[src/tst_pkg.sv]
// shared types and constants for the timeout slot table
// used by tst_ctrl, tst_datapath and timeout_slot_table; no dependencies
`default_nettype none

package tst_pkg;

    localparam int NUM_SLOTS_DEF = 16;
    // slot field is 4 bits, so at most 16 slots take part
    localparam int RESULT_CAP    = 16;
    localparam int SLOT_W        = 4;
    localparam int HANDLE_W      = 32;
    localparam int TICKS_W       = 16;

    localparam logic OP_ADD  = 1'b0;
    localparam logic OP_TICK = 1'b1;

    typedef enum logic [1:0] {
        ST_IDLE = 2'b01,
        ST_SCAN = 2'b10
    } state_t;

    typedef struct packed {
        logic add_en;
        logic tick_en;
        logic step_en;
    } cmd_t;

    typedef struct packed {
        logic pend;
        logic cur_hit;
        logic out_free;
    } status_t;

endpackage

`default_nettype wire

[src/timeout_slot_table.sv]
// top level of the timeout slot table: controller plus datapath
// depends on tst_pkg, tst_ctrl, tst_datapath
//
// channel  direction  handshake            payload
// in       request    in_valid / in_stall   op, handle, arg_handle, has_arg, ticks
// out      result     out_valid / out_stall slot, handle_out, arg_out, has_arg_out, last
//
// an add request writes the lowest free slot in place
// a tick updates all counts at once, then the scan steps through the slots up to
// the highest expiring slot and then returns to idle; it waits on a hit
// while the output register is stalled
// in_stall stays high during the scan; the output register holds one result
// reset clears every busy bit at once, no clearing pass
`default_nettype none

module timeout_slot_table
#(
    parameter int NUM_SLOTS = tst_pkg::NUM_SLOTS_DEF
)
(
    input  wire logic                          clk,
    input  wire logic                          rst_n,
    input  wire logic                          in_valid,
    output logic                               in_stall,
    input  wire logic                          op,
    input  wire logic [tst_pkg::HANDLE_W-1:0]  handle,
    input  wire logic [tst_pkg::HANDLE_W-1:0]  arg_handle,
    input  wire logic                          has_arg,
    input  wire logic [tst_pkg::TICKS_W-1:0]   ticks,
    output logic                               out_valid,
    input  wire logic                          out_stall,
    output logic [tst_pkg::SLOT_W-1:0]         slot,
    output logic [tst_pkg::HANDLE_W-1:0]       handle_out,
    output logic [tst_pkg::HANDLE_W-1:0]       arg_out,
    output logic                               has_arg_out,
    output logic                               last
);

    tst_pkg::cmd_t    cmd;
    tst_pkg::status_t status;

    tst_ctrl u_ctrl
    (
        .clk      (clk),
        .rst_n    (rst_n),
        .in_valid (in_valid),
        .op       (op),
        .in_stall (in_stall),
        .status   (status),
        .cmd      (cmd)
    );

    tst_datapath
    #(
        .NUM_SLOTS (NUM_SLOTS)
    )
    u_datapath
    (
        .clk         (clk),
        .rst_n       (rst_n),
        .cmd         (cmd),
        .status      (status),
        .handle      (handle),
        .arg_handle  (arg_handle),
        .has_arg     (has_arg),
        .ticks       (ticks),
        .out_valid   (out_valid),
        .out_stall   (out_stall),
        .slot        (slot),
        .handle_out  (handle_out),
        .arg_out     (arg_out),
        .has_arg_out (has_arg_out),
        .last        (last)
    );

endmodule

`default_nettype wire

[src/tst_ctrl.sv]
// controller for the timeout slot table: idle / scan sequencing
// depends on tst_pkg
`default_nettype none

module tst_ctrl
(
    input  wire logic              clk,
    input  wire logic              rst_n,
    input  wire logic              in_valid,
    input  wire logic              op,
    output logic                   in_stall,
    input  wire tst_pkg::status_t  status,
    output tst_pkg::cmd_t          cmd
);

    tst_pkg::state_t state_reg;
    tst_pkg::state_t state_next;

    always_comb
    begin
        state_next  = state_reg;
        cmd         = '0;
        in_stall    = 1'b1;
        unique case (state_reg)
            tst_pkg::ST_IDLE:
            begin
                in_stall = 1'b0;
                if (in_valid)
                begin
                    if (op == tst_pkg::OP_TICK)
                    begin
                        cmd.tick_en = 1'b1;
                        state_next  = tst_pkg::ST_SCAN;
                    end
                    else
                    begin
                        cmd.add_en = 1'b1;
                    end
                end
            end
            tst_pkg::ST_SCAN:
            begin
                // skip empty slots, wait on the output register for hits
                if (!status.pend)
                begin
                    state_next = tst_pkg::ST_IDLE;
                end
                else if (!status.cur_hit || status.out_free)
                begin
                    cmd.step_en = 1'b1;
                end
            end
            default:
            begin
                state_next = tst_pkg::ST_IDLE;
            end
        endcase
    end

    always_ff @(posedge clk or negedge rst_n)
    begin
        if (!rst_n)
        begin
            state_reg <= tst_pkg::ST_IDLE;
        end
        else
        begin
            state_reg <= state_next;
        end
    end

endmodule

`default_nettype wire

[src/tst_datapath.sv]
// slot storage, tick update, expiry scan and output register
// depends on tst_pkg; driven by tst_ctrl through cmd_t / status_t
`default_nettype none

module tst_datapath
#(
    parameter int NUM_SLOTS = tst_pkg::NUM_SLOTS_DEF
)
(
    input  wire logic                          clk,
    input  wire logic                          rst_n,
    input  wire tst_pkg::cmd_t                 cmd,
    output tst_pkg::status_t                   status,
    input  wire logic [tst_pkg::HANDLE_W-1:0]  handle,
    input  wire logic [tst_pkg::HANDLE_W-1:0]  arg_handle,
    input  wire logic                          has_arg,
    input  wire logic [tst_pkg::TICKS_W-1:0]   ticks,
    output logic                               out_valid,
    input  wire logic                          out_stall,
    output logic [tst_pkg::SLOT_W-1:0]         slot,
    output logic [tst_pkg::HANDLE_W-1:0]       handle_out,
    output logic [tst_pkg::HANDLE_W-1:0]       arg_out,
    output logic                               has_arg_out,
    output logic                               last
);

    localparam int USED  = (NUM_SLOTS < tst_pkg::RESULT_CAP) ? NUM_SLOTS
                                                               : tst_pkg::RESULT_CAP;
    localparam int IDX_W = (USED > 1) ? $clog2(USED) : 1;

    logic [USED-1:0]                  busy_reg;
    logic [USED-1:0]                  busy_next;
    logic [USED-1:0]                  mask_reg;
    logic [USED-1:0]                  mask_next;
    logic [IDX_W-1:0]                 idx_reg;
    logic [IDX_W-1:0]                 idx_next;
    logic                             out_valid_reg;
    logic                             out_valid_next;

    logic [tst_pkg::TICKS_W-1:0]      remaining_reg [USED];
    logic [tst_pkg::HANDLE_W-1:0]     handle_reg    [USED];
    logic [tst_pkg::HANDLE_W-1:0]     arg_reg       [USED];
    logic [USED-1:0]                  has_arg_reg;

    logic [tst_pkg::SLOT_W-1:0]       slot_reg;
    logic [tst_pkg::HANDLE_W-1:0]     handle_out_reg;
    logic [tst_pkg::HANDLE_W-1:0]     arg_out_reg;
    logic                             has_arg_out_reg;
    logic                             last_reg;

    logic [USED-1:0]                  expire;
    logic [IDX_W-1:0]                 free_idx;
    logic                             free_found;
    logic [USED-1:0]                  mask_clr;
    logic                             load;
    logic                             out_take;

    // lowest free slot
    always_comb
    begin
        free_idx   = '0;
        free_found = 1'b0;
        for (int i = 0; i < USED; i++)
        begin
            if (!busy_reg[i] && !free_found)
            begin
                free_idx   = IDX_W'(i);
                free_found = 1'b1;
            end
        end
    end

    always_comb
    begin
        for (int i = 0; i < USED; i++)
        begin
            expire[i] = busy_reg[i] && (remaining_reg[i] <= tst_pkg::TICKS_W'(1));
        end
    end

    assign mask_clr = mask_reg & ~(USED'(1) << idx_reg);
    assign load     = cmd.step_en && mask_reg[idx_reg];
    assign out_take = out_valid_reg && !out_stall;

    assign status.pend     = |mask_reg;
    assign status.cur_hit  = mask_reg[idx_reg];
    assign status.out_free = !out_valid_reg || !out_stall;

    always_comb
    begin
        busy_next      = busy_reg;
        mask_next      = mask_reg;
        idx_next       = idx_reg;
        out_valid_next = out_valid_reg && !out_take;
        if (cmd.add_en && free_found)
        begin
            busy_next[free_idx] = 1'b1;
        end
        if (cmd.tick_en)
        begin
            busy_next = busy_reg & ~expire;
            mask_next = expire;
            idx_next  = '0;
        end
        if (cmd.step_en)
        begin
            idx_next = idx_reg + IDX_W'(1);
            if (load)
            begin
                mask_next      = mask_clr;
                out_valid_next = 1'b1;
            end
        end
    end

    always_ff @(posedge clk or negedge rst_n)
    begin
        if (!rst_n)
        begin
            busy_reg      <= '0;
            mask_reg      <= '0;
            idx_reg       <= '0;
            out_valid_reg <= 1'b0;
        end
        else
        begin
            busy_reg      <= busy_next;
            mask_reg      <= mask_next;
            idx_reg       <= idx_next;
            out_valid_reg <= out_valid_next;
        end
    end

    // slot payload, no reset
    always_ff @(posedge clk)
    begin
        if (cmd.add_en && free_found)
        begin
            remaining_reg[free_idx] <= ticks;
            handle_reg[free_idx]    <= handle;
            arg_reg[free_idx]       <= has_arg ? arg_handle : '0;
            has_arg_reg[free_idx]   <= has_arg;
        end
        if (cmd.tick_en)
        begin
            for (int i = 0; i < USED; i++)
            begin
                if (busy_reg[i] && !expire[i])
                begin
                    remaining_reg[i] <= remaining_reg[i] - tst_pkg::TICKS_W'(1);
                end
            end
        end
    end

    always_ff @(posedge clk)
    begin
        if (load)
        begin
            slot_reg        <= tst_pkg::SLOT_W'(idx_reg);
            handle_out_reg  <= handle_reg[idx_reg];
            arg_out_reg     <= arg_reg[idx_reg];
            has_arg_out_reg <= has_arg_reg[idx_reg];
            last_reg        <= (mask_clr == '0);
        end
    end

    assign out_valid   = out_valid_reg;
    assign slot        = slot_reg;
    assign handle_out  = handle_out_reg;
    assign arg_out     = arg_out_reg;
    assign has_arg_out = has_arg_out_reg;
    assign last        = last_reg;

`ifndef ASSERT_OFF
    a_mask_not_busy: assert property (@(posedge clk) disable iff (!rst_n)
        (mask_reg & busy_reg) == '0)
        else $error("pending expiry on a busy slot");

    a_load_free: assert property (@(posedge clk) disable iff (!rst_n)
        load |-> !(out_valid_reg && out_stall))
        else $error("result loaded over a stalled result");

    a_tick_idle: assert property (@(posedge clk) disable iff (!rst_n)
        cmd.tick_en |-> (mask_reg == '0) && !cmd.step_en)
        else $error("tick accepted during a scan");

    a_last_ends: assert property (@(posedge clk) disable iff (!rst_n)
        load && (mask_clr == '0) |=> !status.pend)
        else $error("scan continues after the last result");
`endif

endmodule

`default_nettype wire

[config.mk]
export PLATFORM = sky130hd
export DESIGN_NAME = timeout_slot_table
export DESIGN_NICKNAME = d
export VERILOG_FILES = /design/src/tst_pkg.sv /design/src/timeout_slot_table.sv /design/src/tst_ctrl.sv /design/src/tst_datapath.sv
export SDC_FILE = /design/constraint.sdc
export NUM_CORES = 2
export LEC_CHECK = 0
export ABC_AREA = 0
export BUFFER_PORTS_ARGS = -buffer_cell sky130_fd_sc_hd__buf_2
export CAP_MARGIN = 25
export CORE_UTILIZATION = 35
export DETAILED_ROUTE_END_ITERATION = 8
export PLACE_DENSITY = 0.58
export SETUP_SLACK_MARGIN = 0.02
export SYNTH_ARGS = -nofsm -noshare
export SYNTH_HDL_FRONTEND = slang
export SYNTH_SLANG_ARGS = --single-unit
[constraint.sdc]
create_clock -name clk -period 8.2 [get_ports clk]
set_clock_uncertainty 0.05 [all_clocks]
set_input_delay 0.82 -clock clk [delete_from_list [all_inputs] [get_ports clk]]
set_output_delay 0.82 -clock clk [all_outputs]
set_load 0.005 [all_outputs]
==> impl_results.md <==
- Outcome: finished, final reports clean
- Max-slew headroom: 0.274
- Startpoint types: flip-flop
- Syn Inst Count: 3809
- Synth top cells by count: edfxtp_1 (1366), nor2_1 (349), mux2i_1 (289), a21oi_1 (251), nand2_1 (155)
- Top-area cell type share of the netlist area: 0.692
- Worst reg2reg endpoint: u_datapath.arg_reg[8][26]
- Cell area after synthesis: 59300 sq um
- Gpl congestion: 0.867
- Buffers and inverters on the worst path: 1
- Post-synth EDFFs: 1366
- Area leader, netlist: edfxtp_1
- Register area: 42000 sq um
- Avg Cell Area, Syn: 15.6 sq um
- Crit path arrival time: 4320 ps
- Initial Utilization: 0.354
- Crit end category: flip-flop
- # fillers: 15200
- Worst-path clk slew: 60 ps
- Ys Warns: 0
- First-pass GRT wire length: 220000 um
- CTS tree: done
- Synth Register Bits: 1405
- Period minus WS final: 4000 ps
- Hold Crit Start: op
- Share of layout cells above drive strength 1: 0.148
- RSZ-0062 raised after global routing: no
- Max-Cap Viols: 0
- Worst-path cell chain: nand4bb_1 > nor3_1 > nand4b_1 > nor2_4 > buf_4
- Max VDD drop: 206 uV
- CP max stage delay: 830 ps
- Async set-reset flop share out of synthesis: 0.0278
- Post-Syn Nets: 3933
- Finished Core Util: 0.402
- Placed Area: 62800 sq um
- Hold Crit Class: in -> reg
- Final WL: 151000 um
- Main area contributors after synthesis: edfxtp_1 (69%), mux4_2 (5.0%), mux2i_1 (4.9%), nor2_1 (2.2%), a21oi_1 (2.1%)
- Data required, critical path: 8530 ps
- Final worst path period share: 0.487
- Area of the multi-input gates: 16500 sq um
- # Post-CTS Setup Buffers: 0
- Syn-to-layout area delta: 13.7%
- Setup TNS: 0 ps
- Vias post-DR: 33600
- Critical Path Start: u_ctrl.state_reg[0]
- Worst path slowest cell: nor2_4
- Hold path endpoint: u_datapath.busy_reg[15]
- Cell family with most CP delay: simple AND/OR/NAND/NOR gates
- Power Density: 241 nW/um^2
- Final nets: 4108
- Initial DRC Count: 2938
- Die width: 414 um
- Pleak: 21.1 nW
- Unique masters post-synth: 66
- # IOs: 158
- Post-DR vias/cell: 5.33
- Die ar.: 171000 sq um
- Largest net degree at the start of global routing: 121
- Post-placement setup slack: 3720 ps
- DRT Pass-1 Iters: 5
- Final non-filler cell total: 6306
- Post-route ant nets: 0
- Core Rows: 150
- Worst-Skew Late Latency: 770 ps
- Root Buffer: clkbuf_16
- Placeable Area: 168000 sq um
- Overall global routing resource usage: 0.175
- Vias in the first global route: 33000
- Most frequent cell after synthesis: edfxtp_1
- CTS max path bufs: 3
- Slew Viols, Final: 0
- Fmax: 250 MHz
- Residual DRC: 0
- Hold Path Cell Cnt: 2
- Crit-path max FO: 41
- Initial antenna violation count: 22
- Final hold vios: 0
- Setup WS post-layout: 4200 ps
- Design area: 67400 sq um
- Worst-Margin Slew: 1090 ps
- Placed insts: 6036
- Sequential share of the synthesized area: 0.708
- Die Ht: 414 um
- Congestion Overflow GR: 0
- Overall Power: 16.2 mW
- Setup Crit Path Kind: reg -> reg
- Synth Flop Type: edfxtp_1
- DR WL/cell: 24.0 um
- H-tree levels: 4
- HPWL after DPL: 83200 um
- Hold_ws: 259 ps
- Number of buffers added on ports: 157
- Reg2reg start: u_ctrl.state_reg[0]
- Flop2flop setup slack: 4200 ps
- CTS sink count: 1405
- Final setup fails: 0
- Worst-case reg-to-reg path depth: 5
- Post-CTS resize count: 0
- Cell count along the critical path: 5
- CTS Buf Count: 143
==> layout by cell type (no fill, tap or decap), types with 130 or more instances in the layout <==
| cell | instances |
|---|---|
| nand2_1 | 155 |
| a21oi_1 | 249 |
| mux4_2 | 132 |
| edfxtp_1 | 1366 |
| a221oi_1 | 130 |
| clkbuf_16 | 144 |
| mux2i_1 | 289 |
| xnor2_1 | 143 |
| buf_2 | 159 |
| nor2_1 | 339 |
==> where the power goes <==
part	total, mW	switching, mW	internal [mW]
logic	1.52	0.904	0.620
clock network	6.37	2.77	3.60
registers	8.33	0.154	8.18
total	16.2	3.83	12.4
==> cell type report <==
cell class	count	area share
multi-input cells	2145	0.244
clock inverters	73	0.0107
well taps	2204	0.0409
diodes	7	0.000260
clock buffers	183	0.0556
repair buffers	235	0.0219
inverters	54	0.00308
flip-flops and latches	1405	0.623
==> cells by family (layout without fill, tap and decap cells) <==
| group | Yosys count | after routing | share of synthesized area |
|---|---|---|---|
| multiplexers | 422 | 422 | 0.0991 |
| XOR/XNOR | 216 | 216 | 0.0319 |
| buffers and inverters | 259 | 545 | 0.0176 |
| AO/OA/AOI/OAI | 601 | 601 | 0.0652 |
| other | 0 | 7 | 0 |
| adder cells (fa/ha/maj) | 38 | 38 | 0.00802 |
| AND/OR/NAND/NOR | 868 | 868 | 0.0699 |
| flip-flops | 1405 | 1405 | 0.708 |
==> what timing repair did <==
item / in CTS / in global routing
endpoints found under the setup margin: 0 / 0
hold buffers: 0 / 1
endpoints found under the hold margin: 0 / 38
==> how the worst max path moves through the flow <==
stage                                           endpoint  slack [ps]
after detailed placement       u_datapath.arg_reg[8][25]        3720
final                          u_datapath.arg_reg[8][26]        4200
after CTS                      u_datapath.has_arg_reg[8]        4170
after global routing           u_datapath.arg_reg[8][26]        3990
after global placement         u_datapath.arg_reg[8][21]        3850
after floorplan           u_datapath.remaining_reg[9][0]         520
==> routing by layer <==
layer / vias to the layer above / global-route usage / wire length (um) / part of all wire
li1: 15200 / - / - / -
met1: 17200 / 0.236 / 66000 / 0.44
met2: 972 / 0.291 / 74300 / 0.49
met3: 209 / 0.0297 / 7870 / 0.052
met4: 8 / 0.0452 / 3050 / 0.020
met5: - / 0 / 46 / 0.00030
(Power assumes the default switching activity.)
